<file path="config.mk">
export PLATFORM = sky130hd
export DESIGN_NAME = utf8_to_latin1_decoder
export DESIGN_NICKNAME = d
export VERILOG_FILES = /design/src/hw/rtl/u2l_pkg.sv /design/src/hw/rtl/u2l_front.sv /design/src/hw/rtl/u2l_fifo.sv /design/src/hw/rtl/u2l_back.sv /design/src/hw/rtl/utf8_to_latin1_decoder.sv
export SDC_FILE = /design/constraint.sdc
export NUM_CORES = 1
export LEC_CHECK = 0
export ABC_AREA = 0
export BUFFER_PORTS_ARGS = -buffer_cell sky130_fd_sc_hd__buf_2
export CORE_AREA = 8 8 93 136
export DETAILED_ROUTE_END_ITERATION = 7
export DIE_AREA = 0 0 101 144
export GPL_ROUTABILITY_DRIVEN = 1
export HOLD_SLACK_MARGIN = 0.02
export PLACE_DENSITY = 0.75
export SETUP_SLACK_MARGIN = 0.1
export SLEW_MARGIN = 20
export SYNTH_ARGS = -nofsm -noshare
export SYNTH_HDL_FRONTEND = slang
export SYNTH_HIERARCHICAL = 1
export SYNTH_SLANG_ARGS = --single-unit
export TNS_END_PERCENT = 5
</file>
<file path="constraint.sdc">
create_clock -name clk_i -period 4.8 [get_ports clk_i]
set_input_delay 0.72 -clock clk_i [delete_from_list [all_inputs] [get_ports clk_i]]
set_output_delay 0.72 -clock clk_i [all_outputs]
set_load 0.03 [all_outputs]
</file>
<file path="src/hw/rtl/u2l_pkg.sv">
package u2l_pkg;

  localparam int unsigned ByteW = 8;
  localparam int unsigned MaxSeqLen = 4;
  localparam int unsigned PendDepth = 3;

  // A job holds a complete sequence or, at the end of a string, every
  // buffered byte. Entry 0 is the oldest byte.
  typedef struct packed {
    logic [MaxSeqLen-1:0][ByteW-1:0] bytes;
    logic [2:0]                      len;
    logic                            last;
  } job_t;

  // Sequence length that a lead byte announces.
  function automatic logic [2:0] seq_len(input logic [ByteW-1:0] b);
    logic [2:0] n;
    n = 3'd1;
    case (b) inside
      [8'h00:8'h7F]: n = 3'd1;
      [8'hC0:8'hDF]: n = 3'd2;
      [8'hE0:8'hEF]: n = 3'd3;
      [8'hF0:8'hF7]: n = 3'd4;
      default:       n = 3'd1;
    endcase
    return n;
  endfunction

  // Low eight bits of the code point of a complete sequence of length n.
  // For any multibyte sequence these are the two low bits of the second to
  // last byte above the six low bits of the last byte.
  function automatic logic [ByteW-1:0] decode_low(
    input logic [MaxSeqLen-1:0][ByteW-1:0] s,
    input logic [2:0]                      n
  );
    logic [ByteW-1:0] r;
    r = s[0];
    case (n)
      3'd2:    r = {s[0][1:0], s[1][5:0]};
      3'd3:    r = {s[1][1:0], s[2][5:0]};
      3'd4:    r = {s[2][1:0], s[3][5:0]};
      default: r = s[0];
    endcase
    return r;
  endfunction

endpackage

</file>
<file path="src/hw/rtl/u2l_front.sv">
module u2l_front (
  input  logic          clk_i,
  input  logic          rst_ni,
  input  logic          in_valid_i,
  output logic          in_ready_o,
  input  logic [7:0]    in_byte_i,
  input  logic          in_last_i,
  input  logic          full_i,
  output logic          push_o,
  output u2l_pkg::job_t job_o
);
  import u2l_pkg::*;

  logic [PendDepth-1:0][ByteW-1:0] pend_q;
  logic [1:0]                      pcnt_q, pcnt_d;
  logic [MaxSeqLen-1:0][ByteW-1:0] buf_w;
  logic [2:0]                      len_w;
  logic                            complete_w;
  logic                            accept_w;

  assign in_ready_o = !full_i;
  assign accept_w   = in_valid_i && in_ready_o;

  // Buffered bytes followed by the new one.
  always_comb begin
    for (int k = 0; k < MaxSeqLen; k++) begin
      if (k < PendDepth && k < int'(pcnt_q)) begin
        buf_w[k] = pend_q[k];
      end else begin
        buf_w[k] = in_byte_i;
      end
    end
  end

  assign len_w      = {1'b0, pcnt_q} + 3'd1;
  assign complete_w = (len_w >= seq_len(buf_w[0]));

  assign push_o     = accept_w && (in_last_i || complete_w);
  assign job_o.bytes = buf_w;
  assign job_o.len   = len_w;
  assign job_o.last  = in_last_i;

  always_comb begin
    pcnt_d = pcnt_q;
    if (accept_w) begin
      if (!in_last_i && !complete_w) begin
        pcnt_d = pcnt_q + 2'd1;
      end else begin
        pcnt_d = 2'd0;
      end
    end
  end

  always_ff @(posedge clk_i or negedge rst_ni) begin
    if (!rst_ni) begin
      pcnt_q <= 2'd0;
    end else begin
      pcnt_q <= pcnt_d;
    end
  end

  always_ff @(posedge clk_i) begin
    if (accept_w && !in_last_i && !complete_w && pcnt_q < 2'(PendDepth)) begin
      pend_q[pcnt_q] <= in_byte_i;
    end
  end

endmodule

</file>
<file path="src/hw/rtl/u2l_fifo.sv">
module u2l_fifo #(
  parameter int unsigned Depth = 2
) (
  input  logic          clk_i,
  input  logic          rst_ni,
  input  logic          push_i,
  input  u2l_pkg::job_t data_i,
  output logic          full_o,
  input  logic          pop_i,
  output logic          empty_o,
  output u2l_pkg::job_t data_o
);
  import u2l_pkg::*;

  localparam int unsigned PtrW = (Depth > 1) ? $clog2(Depth) : 1;
  localparam int unsigned CntW = $clog2(Depth + 1);

  job_t            mem_q [Depth];
  logic [PtrW-1:0] wptr_q, rptr_q;
  logic [CntW-1:0] cnt_q;
  logic            do_push, do_pop;

  assign full_o  = (cnt_q == CntW'(Depth));
  assign empty_o = (cnt_q == '0);
  assign do_push = push_i && !full_o;
  assign do_pop  = pop_i && !empty_o;
  assign data_o  = mem_q[rptr_q];

  function automatic logic [PtrW-1:0] next_ptr(input logic [PtrW-1:0] p);
    return (p == PtrW'(Depth - 1)) ? '0 : p + PtrW'(1);
  endfunction

  always_ff @(posedge clk_i or negedge rst_ni) begin
    if (!rst_ni) begin
      wptr_q <= '0;
      rptr_q <= '0;
      cnt_q  <= '0;
    end else begin
      if (do_push) begin
        wptr_q <= next_ptr(wptr_q);
      end
      if (do_pop) begin
        rptr_q <= next_ptr(rptr_q);
      end
      if (do_push && !do_pop) begin
        cnt_q <= cnt_q + CntW'(1);
      end else if (do_pop && !do_push) begin
        cnt_q <= cnt_q - CntW'(1);
      end
    end
  end

  always_ff @(posedge clk_i) begin
    if (do_push) begin
      mem_q[wptr_q] <= data_i;
    end
  end

endmodule

</file>
<file path="src/hw/rtl/u2l_back.sv">
module u2l_back (
  input  logic          clk_i,
  input  logic          rst_ni,
  input  logic          empty_i,
  input  u2l_pkg::job_t job_i,
  output logic          pop_o,
  output logic          out_valid_o,
  input  logic          out_ready_i,
  output logic [7:0]    out_byte_o,
  output logic          out_last_o
);
  import u2l_pkg::*;

  logic [1:0]                      idx_q;
  logic [MaxSeqLen*ByteW-1:0]      win_flat;
  logic [MaxSeqLen-1:0][ByteW-1:0] win;
  logic [2:0]                      n_w, avail_w, step_w, next_w;
  logic                            multi_w, done_w, load_w;
  logic [ByteW-1:0]                res_w;
  logic                            valid_q;
  logic [ByteW-1:0]                byte_q;
  logic                            last_q;

  // Window that starts at the current position of the job.
  assign win_flat = job_i.bytes >> {idx_q, 3'b000};
  assign win      = win_flat;

  assign n_w     = seq_len(win[0]);
  assign avail_w = job_i.len - {1'b0, idx_q};
  assign multi_w = (n_w > 3'd1) && (n_w <= avail_w);
  assign step_w  = multi_w ? n_w : 3'd1;
  assign res_w   = multi_w ? decode_low(win, n_w) : win[0];
  assign next_w  = {1'b0, idx_q} + step_w;
  assign done_w  = (next_w >= job_i.len);

  assign load_w = !empty_i && (!valid_q || out_ready_i);
  assign pop_o  = load_w && done_w;

  always_ff @(posedge clk_i or negedge rst_ni) begin
    if (!rst_ni) begin
      idx_q   <= 2'd0;
      valid_q <= 1'b0;
    end else begin
      if (load_w) begin
        idx_q   <= done_w ? 2'd0 : next_w[1:0];
        valid_q <= 1'b1;
      end else if (out_ready_i) begin
        valid_q <= 1'b0;
      end
    end
  end

  always_ff @(posedge clk_i) begin
    if (load_w) begin
      byte_q <= res_w;
      last_q <= job_i.last && done_w;
    end
  end

  assign out_valid_o = valid_q;
  assign out_byte_o  = byte_q;
  assign out_last_o  = last_q;

endmodule

</file>
<file path="src/hw/rtl/utf8_to_latin1_decoder.sv">
// A result passes through the job queue and the registered output stage.
// Throughput: one input byte per cycle unless the job queue is full.
// A complete sequence gives one result; the back end emits one result per cycle from the
// job queue while the output is ready. At a string's end up to four buffered bytes flush.
// Reset (rst_ni, asynchronous, active low) clears the pending count, the queue and
// the output valid; buffered byte contents are left as they are.
module utf8_to_latin1_decoder #(
  parameter int unsigned QueueDepth = 2
) (
  input  logic       clk_i,
  input  logic       rst_ni,
  input  logic       in_valid_i,
  output logic       in_ready_o,
  input  logic [7:0] in_byte_i,
  input  logic       in_last_i,
  output logic       out_valid_o,
  input  logic       out_ready_i,
  output logic [7:0] out_byte_o,
  output logic       out_last_o
);
  import u2l_pkg::*;

  // The front end accepts one byte per transaction and collects the bytes of
  // a multibyte sequence. Once the sequence is complete, or the string ends,
  // it hands the collected bytes over as one job.
  logic push;
  logic full;
  job_t job_in;

  u2l_front u_front (
    .clk_i      (clk_i),
    .rst_ni     (rst_ni),
    .in_valid_i (in_valid_i),
    .in_ready_o (in_ready_o),
    .in_byte_i  (in_byte_i),
    .in_last_i  (in_last_i),
    .full_i     (full),
    .push_o     (push),
    .job_o      (job_in)
  );

  // The job queue lets the front end keep accepting bytes while the back end
  // works through a flush of several results.
  logic pop;
  logic empty;
  job_t job_head;

  u2l_fifo #(
    .Depth (QueueDepth)
  ) u_fifo (
    .clk_i   (clk_i),
    .rst_ni  (rst_ni),
    .push_i  (push),
    .data_i  (job_in),
    .full_o  (full),
    .pop_i   (pop),
    .empty_o (empty),
    .data_o  (job_head)
  );

  // The back end walks through the head job, decoding one sequence or passing
  // one byte through per cycle, while the output is ready, into a registered output stage.
  u2l_back u_back (
    .clk_i       (clk_i),
    .rst_ni      (rst_ni),
    .empty_i     (empty),
    .job_i       (job_head),
    .pop_o       (pop),
    .out_valid_o (out_valid_o),
    .out_ready_i (out_ready_i),
    .out_byte_o  (out_byte_o),
    .out_last_o  (out_last_o)
  );

`ifndef SYNTHESIS
  // Every queued job carries between one and four bytes.
  a_job_len: assert property (@(posedge clk_i) disable iff (!rst_ni)
    !empty |-> (job_head.len != 3'd0 && job_head.len <= 3'd4))
    else $error("queued job has an illegal length");

  // The front end never pushes into a full queue.
  a_no_overflow: assert property (@(posedge clk_i) disable iff (!rst_ni)
    push |-> !full)
    else $error("job queue overflow");

  // Retiring a mid-string job leaves a result that is not flagged last.
  a_mid_not_last: assert property (@(posedge clk_i) disable iff (!rst_ni)
    pop && !job_head.last |=> out_valid_o && !out_last_o)
    else $error("mid-string job produced a last result");

  // Retiring an end-of-string job leaves the final result of the string.
  a_end_last: assert property (@(posedge clk_i) disable iff (!rst_ni)
    pop && job_head.last |=> out_valid_o && out_last_o)
    else $error("end-of-string job did not produce a last result");
`endif

endmodule
</file>
# After elaboration in Yosys (flattened, before gate mapping)
# Memory sizes are Yosys's and may differ from the RTL's.
# Cells that the tools add are included.
# word_totals
ff_bits	42
ramBits	72
output_inout_bits	11
elab_cells	113
memories	1
# memory_table
memory	words	word_bits	rd	rd_ports_with_merged_regs	wr	line	rtl
u_fifo.mem_q	2	36	1	0	1	u2l_fifo.sv:18	job_t mem_q [Depth];
# op_classes
n_addsub	8
order_cmp	26
n_eq_ne	4
shifts	1
muxes	27
n_reduce_logical	35
# op_table
operator	n
>= comparator 8 bit (second input constant)	6
<= comparator 8 bit (second input constant)	6
2-to-1 mux 8 bit	5
right shift 32 x 5 -> 30 bit	1
2-to-1 mux 3 bit	9
bitwise mux 24 bit	1
one-hot mux 8 bit (3 select lines)	1
logical AND 1 bit	23
demux 8 bit (select 2 bit)	1
>= comparator 8 x 1 -> 1 bit (second input constant)	2
<= comparator 8 x 7 -> 1 bit (second input constant)	2
2-to-1 mux 2 bit	4
logical NOT 1 bit	7
== test 3 x 2 -> 1 bit (second input constant)	2
>= comparator 3 bit	2
2-to-1 mux 1 bit	6
adder 2 x 1 -> 2 bit (second input constant)	2
less-than comparator 1 x 2 -> 1 bit (first input constant)	2
nonzero test 2 bit	2
adder 2 x 1 -> 3 bit (second input constant)	1
adder 2 x 3 -> 3 bit	1
== test 3 bit (second input constant)	1
greater-than comparator 3 x 1 -> 1 bit (second input constant)	1
<= comparator 3 bit	1
10 further kinds	12

# Longest topological paths before layout
# Gate-level depths: netlist of the first run.
# An unclocked memory read counts as a cell.
# logic_depth
ltp_word	18
mapped_depth	26
mapped_depth_nobuf	23

# Modules after synthesis
# The synthesis of the first run kept the hierarchy.
# modules_own_cells
module	instances	cells_per_inst	area_each_um2	seq_area_each_um2
u2l_fifo	1	131	2944.1	2262.2
u2l_back	1	152	1480.2	345.3
u2l_front	1	102	1391.3	770.7

# Least setup slack after synthesis of the first run
# Ideal clock, no wire load.
# synth_timing
path_kind	register to register
startpoint	register u_fifo.rptr_q
endpoint	register u_fifo.cnt_q[1]
arrival_time_ps	4831
required_time_ps	4675
slack_ps	-156
stages_incl_launch_ff	24
period_less_slack_ps	4956
cell_sequence	dfrtp_1 > buf_6 > buf_12 > mux2_4 > mux4_2 > and2_4 > nor2_2 > ha_1 > nor2b_1 > o21ai_0 > a32o_1 > buf_6 > nand2_1 > ha_1 > fa_1 > ha_1 > a21o_1 > a21o_1 > and2_1 > o21ai_1 > ha_1 > xor2_1 > nor2_1 > xor2_1
# synth_rtl
item	line	rtl
from (decl)	u2l_fifo.sv:19	logic [PtrW-1:0] wptr_q, rptr_q;
from (signal assigned)	u2l_fifo.sv:43	rptr_q <= next_ptr(rptr_q);
to (signal assigned)	u2l_fifo.sv:46	cnt_q <= cnt_q + CntW'(1);
to (signal assigned)	u2l_fifo.sv:48	cnt_q <= cnt_q - CntW'(1);
to (decl)	u2l_fifo.sv:20	logic [CntW-1:0] cnt_q;

==> results.json, run 1 <==
{
  "gp_congestion": 0.8661,
  "setup_viol": 0,
  "layout.cells.non_filler": 580,
  "clock_sinks": 114,
  "finalHoldViolCount": 0,
  "layout.nets": 451,
  "place_inst": 548,
  "ys_warn_count": 6,
  "yosysUniqueCellTypes": 58,
  "start_util_pct": 53.75,
  "die_w_um": 101,
  "holdBufCountCts": 0,
  "gr-total-overflow": 0,
  "syn-cell-area_um2": 5816,
  "drt_iter0_drc": 142,
  "rsz0062_at_grt": "yes",
  "cp-start-kind": "register",
  "dpl-instance-area_um2": 6092,
  "post_drt_wl_per_cell_um": 18.66,
  "clk_path_buf_depth": 2,
  "synth_area_leader_cell": "edfxtp_1",
  "grt_max_degree": 37,
  "max_cap_viol_count": 0,
  "routed_wl_um": 10820,
  "syn_inst": 385,
  "final_layout_size_suffix_gt1_share_pct": 36.03,
  "fin_skew_ns": 0.01377,
  "n_antenna_cell": 0,
  "area_growth_syn_to_layout_pct": 14.80,
  "die_area_um2": 14540,
  "antenna_left": 0,
  "root_buffer": "clkbuf_16",
  "dp_hpwl_um": 7624,
  "viasPerCell": 5.626,
  "slew-limit-headroom_pct": 48.11,
  "grt_pass1_vias": 3390,
  "endpoint_kind": "register",
  "rows": 47,
  "synth_edf_count": 105,
  "min_period_over_period_pct": 97.15,
  "worstSetupPathType": "register to register",
  "synthFlopType": "edfxtp_1",
  "tightestPinTransition_ns": 0.7783,
  "async_flop_share_pct": 7.895,
  "synth_top_area_share_pct": 54.22,
  "dr.pass1.iters": 4,
  "post-route-drc-count": 0,
  "p_leak_nw": 2.543,
  "ys_ff_latch": 114,
  "path_max_fanout": 18,
  "required_ns": 5.08,
  "num_io_pins": 24,
  "fmax_ghz": 0.2145,
  "core-area_um2": 10820,
  "cts_tree": "done",
  "worstPathArrival_ns": 4.94,
  "drv_slew": 0,
  "ys_seq_area_share_pct": 58.09,
  "clk_latency_ns": 0.41,
  "status": "complete, no violations",
  "postLayoutCellArea_um2": 6676,
  "synth.top_cells.by_area": "edfxtp_1 (54%), mux2_4 (8.8%), mux2_2 (5.6%)",
  "avgSynthCellArea_um2": 15.11,
  "io_buffers": 23,
  "die_height_um": 144,
  "vias": 3263,
  "grt_pass1_wl_um": 16980,
  "worstHoldPathType": "input pin to async pin",
  "cts_setup_buffers": 0,
  "ir_drop_uv": 375.5,
  "p_per_area_nw_per_um2": 755.1,
  "cts.htree.levels": 4,
  "antenna_found_initial": 0,
  "cts_made_buffers": 17,
  "timing.final.crit_period_ns": 4.663,
  "path_clk_slew_ns": 0.05,
  "syn_nets": 416,
  "grt_usage_pct": 15.61
}
cell families after synthesis:
group | Yosys count | synth area share [%]
DFF | 114 | 58.09
muxes | 78 | 18.37
and+or+nand+nor | 69 | 6.626
buffers and inverters | 50 | 5.421
AOI/OAI and AO/OA | 49 | 6.304
adders and majority gates | 18 | 4.131
xor gates and xnor gates | 7 | 1.054
final timing paths:
check / from / cells after the start / slack [ns] / end
setup / recovery: u_fifo/rptr_q / 21 / 0.14 / u_fifo/cnt_q[1]
hold / removal: rst_ni / 1 / 0.17 / u_fifo/wptr_q
setup reg to reg: u_fifo/rptr_q / 21 / 0.14 / u_fifo/cnt_q[1]
hold reg to reg: u_fifo/wptr_q / 1 / 0.55 / u_fifo/wptr_q
max in group asynchronous: rst_ni / 1 / 4.41 / u_fifo/rptr_q
min in group clk_i: out_ready_i / 2 / 0.54 / u_back/out_valid_o
cells in the final DEF, fill, tap and decap left out, types with 4 or more instances in the layout:
cell type,instances
nand3_1,7
mux2_4,34
inv_1,26
o21ai_0,7
xnor2_1,4
nor2_1,5
ha_1,13
mux2i_1,7
clkinv_2,5
buf_2,23
nand2_1,16
dfrtp_1,8
a221oi_1,7
nand2b_1,6
mux4_2,5
mux2_2,29
o22ai_1,5
buf_4,15
edfxtp_1,105
and2_1,9
nor2b_1,4
clkbuf_16,17
what timing repair did:
item	CTS	global route
pin swaps	3	3
setup endpoints to repair	1	2
gates resized for setup	2	4
cells in the mapped netlist, drive strengths merged, types with 4 or more instances:
cell    instances
edfxtp        105
mux2           65
inv            27
buf            21
nand2          18
ha             16
o21ai          11
and2           10
dfrtp           9
nor2            8
a221oi          7
mux2i           7
nand2b          7
nand3           7
mux4            6
o22ai           6
a211oi          4
a21oi           4
nor2b           4
xnor2           4
power by group:
| group | internal, W | total [W] | switching [W] |
|---|---|---|---|
| registers | 0.00144 | 0.00156 | 0.000114 |
| clock network | 0.000750 | 0.00116 | 0.000414 |
| logic | 0.00110 | 0.00232 | 0.00122 |
| total | 0.00329 | 0.00504 | 0.00175 |
flip-flops by register name, summed over array words and instances (netlist names):
name,count
u_fifo/cnt_q,2
u_back/out_last_o,1
u_back/out_valid_o,1
u_fifo/rptr_q,1
u_back/idx_q,2
u_front/pcnt_q,2
u_fifo/mem_q,72
u_fifo/wptr_q,1
u_front/pend_q,24
u_back/out_byte_o,8
critical path, stage by stage (launching register included):
cell,delay (ns)
dfrtp_2,0.43
buf_12,0.17
mux2_4,0.33
mux4_2,0.51
and2_4,0.19
nor2_4,0.12
ha_4,0.21
nor2b_1,0.13
o21ai_2,0.12
a32o_2,0.23
nand2_4,0.06
ha_4,0.15
fa_1,0.45
ha_1,0.30
a21o_1,0.15
a21o_1,0.18
and2_1,0.17
o21ai_2,0.10
ha_4,0.18
xor2_2,0.15
nor2_2,0.05
xor2_1,0.14
area by class of cell:
class | count | area, um^2
inverter | 27 | 101.3
sequential | 114 | 3379
clock inverter | 13 | 118.9
fill | 822 | 4144
timing repair buffer | 39 | 247.7
tap | 147 | 183.9
multi-input combinational | 221 | 2212
clock buffer | 19 | 432.9
routing by layer:
metal / GRT usage, % / routed length [um] / vias to the layer above
met2: 27.90 / 5832 / 80
met5: 0 / 0 / -
met1: 16.38 / 4359 / 1643
met3: 3.952 / 405 / 18
li1: - / - / 1522
met4: 8.274 / 227 / 0
through the flow:
stage          total power [W]  setup TNS (ns)  utilization, %  hold WS, ns  worst slack [ns]
6_report              0.005041               0           61.70       0.1732            0.1370
5_1_grt               0.005320        -0.05724           61.70       0.1735          -0.05724
4_1_cts               0.005022               0           61.48       0.1608           0.05513
3_5_place_dp          0.003830               0           56.30       0.5421          0.003938
3_3_place_gp          0.003753               0           56.30       0.5254            0.1185
2_1_floorplan         0.003377               0               -       0.4244          0.009995
Note: power is estimated with default switching activity, not from simulation.
==> run 2, diff against run 1 <==
--- a/config.mk
+++ b/config.mk
@@ -13,6 +13,7 @@
 export GPL_ROUTABILITY_DRIVEN = 1
 export HOLD_SLACK_MARGIN = 0.02
 export PLACE_DENSITY = 0.75
+export REMOVE_ABC_BUFFERS = 1
 export SETUP_SLACK_MARGIN = 0.1
 export SLEW_MARGIN = 20
 export SYNTH_ARGS = -nofsm -noshare
==> run 2 against run 1 <==
Die area unchanged. Design area up 3.8%. First-iteration DRC count up 27%. Flip-flop and latch count unchanged. Largest power group unchanged. Clock power up 9%. Clock-buffer cell count down 2. Setup slack worse by 0.026 ns. Critical path type unchanged. Final cell count up 2.8%. Power up 8.2%. Clock skew down 0.0053 ns. Maximum frequency down 0.56%.
==> results.json, run 2 (synthesis gave the netlist of run 1 again) <==
{
  "rsz0062_at_grt": "yes",
  "routed_wl_um": 11620,
  "dr.pass1.iters": 4,
  "cts.htree.levels": 4,
  "io_buffers": 23,
  "layout.nets": 467,
  "p_int_w": 0.003585,
  "fin_ws_ns": 0.1108,
  "p_leak_nw": 2.656,
  "die_w_um": 101,
  "path_delay_family": "adder cells",
  "worstPathArrival_ns": 5.02,
  "post_drt_wl_per_cell_um": 19.49,
  "min_period_over_period_pct": 97.69,
  "reg2regPathDepth": 21,
  "layout.cells.non_filler": 596,
  "grt_usage_pct": 16.38,
  "path_cells": "clkbuf_16 -> mux2_4 -> mux4_2 -> and2_4 -> nand2b_4 -> a21oi_4 -> ha_1 -> nand2_1 -> o21ai_2 -> a32o_2 -> nand2_2 -> ha_4 -> fa_1 -> ha_1 -> a21o_1 -> a21o_1 -> and2_4 -> o21ai_2 -> ha_2 -> nor2_2 -> xor2_1",
  "start_util_pct": 53.75,
  "cts_tree": "done",
  "viasPerCell": 5.661,
  "place_inst": 554,
  "p_seq_share_pct": 28.7,
  "worstSetupPathType": "register to register",
  "crit_slowest_cell": "dfrtp_2",
  "drv_slew": 0,
  "regArea_um2": 3379,
  "grt_pass1_wl_um": 17690,
  "post-route-drc-count": 0,
  "finalHoldViolCount": 0,
  "pre_cts_ws_ns": -0.04841,
  "required_ns": 5.13,
  "largest_register": "u_fifo/mem_q",
  "root_buffer": "clkbuf_16",
  "regToRegEndpoint": "u_fifo/cnt_q[1]",
  "endpoint_kind": "register",
  "timing.final.crit_period_ns": 4.689,
  "path_max_fanout": 7,
  "vias": 3374,
  "n_antenna_cell": 0,
  "status": "complete, no violations",
  "final_common_cell": "edfxtp_1",
  "clock_sinks": 114,
  "fmax_ghz": 0.2133,
  "core-area_um2": 10820,
  "antenna_left": 0,
  "clk_latency_ns": 0.41,
  "worstHoldPathType": "input pin to async pin",
  "ir_drop_uv": 315.8,
  "rows": 47,
  "worstReg2RegStart": "u_fifo/rptr_q",
  "crit_buf_inv": 1,
  "die_height_um": 144,
  "layout_common_cells": "edfxtp_1 (105), mux2_4 (36), mux2_2 (27)",
  "rrSetupSlack_ns": 0.11,
  "multi_input_area_um2": 2231,
  "largest_reg_flops": 72,
  "fin_skew_ns": 0.008494,
  "area_growth_syn_to_layout_pct": 19.15,
  "grt_pass1_vias": 3554,
  "die_area_um2": 14540,
  "final_layout_size_suffix_gt1_share_pct": 40.98,
  "drt_iter0_drc": 180,
  "gr-total-overflow": 0,
  "power_switching_w": 0.001870,
  "cp-start-kind": "register",
  "switching_share_pct": 34.28,
  "fill_cells": 768,
  "cts_made_buffers": 17,
  "antenna_found_initial": 0,
  "grt_max_degree": 37,
  "postLayoutCellArea_um2": 6929,
  "tightestPinTransition_ns": 0.8082,
  "clk_path_buf_depth": 2,
  "max_cap_viol_count": 0,
  "gp_congestion": 0.9198,
  "p_per_area_nw_per_um2": 787.3,
  "fin_tns_setup_ns": 0,
  "power_frac_comb_pct": 48.0,
  "dpl-instance-area_um2": 6100,
  "dp_hpwl_um": 7692,
  "clkPwrFrac_pct": 23.4,
  "slowest_delay_ns": 0.50,
  "slew-limit-headroom_pct": 46.12,
  "setup_viol": 0,
  "num_io_pins": 24,
  "path_clk_slew_ns": 0.06
}
## run 2: final cells by class
type | count | share of cell area (%)
clock inverter | 15 | 2.618
clock buffer | 17 | 6.139
inverter | 27 | 1.463
multi-input combinational | 221 | 32.20
sequential | 114 | 48.77
timing repair buffer | 55 | 6.157
tap | 147 | 2.654
## run 2: how the worst max path moves through the flow
stage,from,to,slack [ns],depth (start not counted)
after global placement,u_fifo/rptr_q,u_fifo/cnt_q[1],0.08,23
after detailed placement,u_fifo/rptr_q,u_fifo/cnt_q[1],-0.05,20
final,u_fifo/rptr_q,u_fifo/cnt_q[1],0.11,21
after global routing,u_fifo/rptr_q,u_fifo/cnt_q[1],-0.04,22
after floorplan,u_fifo/rptr_q,u_fifo/cnt_q[1],-1.12,20
after CTS,u_fifo/rptr_q,u_fifo/cnt_q[1],0.08,21
## run 2: per-stage QoR
stage / hold WS (ns) / power [W] / utilization, %
2_1_floorplan: 0.4244 / 0.003175 / -
3_3_place_gp: 0.5230 / 0.003771 / 56.37
3_5_place_dp: 0.5222 / 0.003837 / 56.37
4_1_cts: 0.1693 / 0.005202 / 62.28
5_1_grt: 0.1840 / 0.005736 / 64.04
6_report: 0.1809 / 0.005455 / 64.04
## run 2: power by group through the flow
stage	Combinational, W	Sequential [W]	Clock (W)
6_report	0.00262	0.00156	0.00127
5_1_grt	0.00281	0.00159	0.00133
4_1_cts	0.00236	0.00155	0.00128
3_5_place_dp	0.00227	0.00156	0
3_3_place_gp	0.00222	0.00155	0
2_1_floorplan	0.00145	0.00172	0
## run 2: timing repair
item | in CTS | in global routing
gates cloned | 0 | 2
buffers inserted | 1 | 7
hold buffers | 0 | 0
pin swaps | 3 | 10
resized for setup | 11 | 19
endpoints found under the setup margin | 2 | 2
## run 2: per-layer routing
layer,vias to the layer above,share of wire [%],global-route usage (%)
li1,1565,-,-
met1,1668,38,16.32
met2,107,54,28.74
met3,34,4.1,4.386
met4,0,4.0,11.74
met5,-,0,0
## run 2: worst register-to-register path, delay by kind of cell, from the launching register on
kind | cells | cell delay [ns]
fa+ha+maj | 5 | 1.46
mux | 2 | 0.80
compound gates | 6 | 0.78
simple gates | 6 | 0.71
flops | 1 | 0.50
buf+inv | 1 | 0.21
xor+xnor | 1 | 0.15
==> run 3, diff against run 2 <==
--- a/config.mk
+++ b/config.mk
@@ -12,7 +12,7 @@
 export DIE_AREA = 0 0 101 144
 export GPL_ROUTABILITY_DRIVEN = 1
 export HOLD_SLACK_MARGIN = 0.02
-export PLACE_DENSITY = 0.75
+export PLACE_DENSITY_LB_ADDON = 0.3
 export REMOVE_ABC_BUFFERS = 1
 export SETUP_SLACK_MARGIN = 0.1
 export SLEW_MARGIN = 20
==> run 3 against run 2 <==
Wire length up 2.7%. Clock-buffer cell count unchanged. Register-to-register slack got worse by 0.06 ns. Setup slack got worse by 0.057 ns. Clock power increased by 9%. Global-route usage up 1.0 points. Design area increased by 1.1%.
==> results.json, run 3 (synthesis gave the netlist of run 1 again) <==
{
  "area_growth_syn_to_layout_pct": 20.46,
  "min_period_over_period_pct": 98.87,
  "clock_sinks": 114,
  "rows": 47,
  "worstHoldPathType": "input pin to async pin",
  "post_drt_wl_per_cell_um": 19.79,
  "p_per_area_nw_per_um2": 813.6,
  "max_cap_viol_count": 0,
  "largest_reg_flops": 72,
  "antenna_found_initial": 0,
  "path_max_fanout": 8,
  "worstSetupPathType": "register to register",
  "fin_tns_setup_ns": 0,
  "routed_wl_um": 11930,
  "clk_latency_ns": 0.41,
  "viasPerCell": 5.559,
  "cp-start-kind": "register",
  "cts.htree.levels": 4,
  "final_layout_size_suffix_gt1_share_pct": 41.01,
  "pre_cts_ws_ns": -0.05774,
  "antenna_left": 0,
  "p_leak_nw": 2.709,
  "fin_ws_ns": 0.05430,
  "gp_congestion": 0.8399,
  "die_area_um2": 14540,
  "path_delay_family": "adder cells",
  "cts_made_buffers": 17,
  "setup_viol": 0,
  "grt_max_degree": 37,
  "final_common_cell": "edfxtp_1",
  "core-area_um2": 10820,
  "crit_slowest_cell": "mux4_2",
  "timing.final.crit_period_ns": 4.746,
  "endpoint_kind": "register",
  "tightestPinTransition_ns": 0.8463,
  "required_ns": 5.09,
  "finalHoldViolCount": 0,
  "start_util_pct": 53.75,
  "slowest_delay_ns": 0.49,
  "largest_register": "u_fifo/mem_q",
  "num_io_pins": 24,
  "final_util_pct": 64.74,
  "dp_hpwl_um": 7750,
  "slew-limit-headroom_pct": 43.58,
  "vias": 3352,
  "die_height_um": 144,
  "clk_path_buf_depth": 2,
  "gr-total-overflow": 0,
  "io_buffers": 23,
  "fmax_ghz": 0.2107,
  "crit_buf_inv": 1,
  "grt_pass1_vias": 3549,
  "dr.pass1.iters": 4,
  "grt_pass1_wl_um": 18690,
  "root_buffer": "clkbuf_16",
  "status": "complete, no violations",
  "fin_skew_ns": 0.006704,
  "grt_usage_pct": 17.39,
  "layout.nets": 474,
  "n_antenna_cell": 0,
  "rsz0062_at_grt": "yes",
  "path_cells": "buf_12 -> mux2_4 -> mux4_2 -> and2_4 -> nor2_4 -> ha_4 -> nor2b_4 -> o21ai_2 -> a32o_2 -> nand2_1 -> ha_2 -> fa_1 -> ha_1 -> a21o_1 -> a21o_1 -> and2_4 -> o21ai_4 -> ha_4 -> xor2_1 -> nor2_2 -> xor2_1",
  "cts_tree": "done",
  "worstPathArrival_ns": 5.03,
  "layout_common_cells": "edfxtp_1 (105), mux2_4 (35), buf_4 (34)",
  "drv_slew": 0,
  "post-route-drc-count": 0,
  "path_clk_slew_ns": 0.06,
  "die_w_um": 101,
  "fill_cells": 774,
  "drt_iter0_drc": 214,
  "ir_drop_uv": 332.2
}
-- run 3: final cells by class --
class | count | area, um^2 | share of cell area (%)
repair buffers | 62 | 452.9 | 6.465
multi-input cells | 221 | 2232 | 31.86
clock inverters | 15 | 230.2 | 3.286
well taps | 147 | 183.9 | 2.625
clock buffers | 17 | 425.4 | 6.073
flip-flops and latches | 114 | 3379 | 48.24
inverters | 27 | 101.3 | 1.447
-- run 3: final timing paths --
check                              startpoint                  to  slack, ns  cells past startpoint
min in group clk_i                out_ready_i  u_back/out_valid_o       0.52                      2
setup / recovery                u_fifo/rptr_q     u_fifo/cnt_q[1]       0.05                     21
hold / removal                         rst_ni   u_front/pcnt_q[0]       0.17                      1
hold reg to reg            u_back/out_valid_o  u_back/out_valid_o       0.56                      2
max in group asynchronous              rst_ni       u_fifo/rptr_q       4.42                      1
setup reg to reg                u_fifo/rptr_q     u_fifo/cnt_q[1]       0.05                     21
-- run 3: what timing repair did --
item	in CTS	in global routing
hold buffers	0	0
hold endpoints to repair	0	0
endpoints found under the setup margin	2	3
resized for setup	17	9
setup buffers	7	9
gates cloned	1	0
pin swaps	13	14
-- run 3: per-stage QoR --
stage	hold WS [ns]	std cells	area (um^2)	power, W
detailed placement	0.5224	555	6107	0.003863
CTS	0.1675	595	6910	0.005493
finish	0.1661	603	7005	0.005700
floorplan	0.4244	362	5602	0.003175
global route	0.1719	603	7005	0.005988
global placement	0.5251	555	6107	0.003794
-- run 3: where the power goes --
part	leakage [nW]	total [W]	switching, W	internal (W)
clock network	0.310	0.00139	0.000463	0.000926
registers	1.07	0.00156	0.000119	0.00144
logic	1.33	0.00275	0.00135	0.00140
total	2.71	0.00570	0.00193	0.00377
-- run 3: worst reg2reg max path, delay by kind of cell, from the launching register on --
kind / cells / cell delay (ns)
AOI/OAI and AO/OA: 5 / 0.78
xor gates and xnor gates: 2 / 0.31
adders and majority gates: 5 / 1.32
buffers and inverters: 1 / 0.17
DFF: 1 / 0.47
muxes: 2 / 0.80
and+or+nand+nor: 6 / 0.76
-- run 3: layer usage --
metal  vias up  routed length, um  GRT usage [%]
li1       1574                  -              -
met4         0                229          8.905
met5         -                  0              0
met2        73               6538          30.59
met1      1689               4734          18.63
met3        16                430          4.675
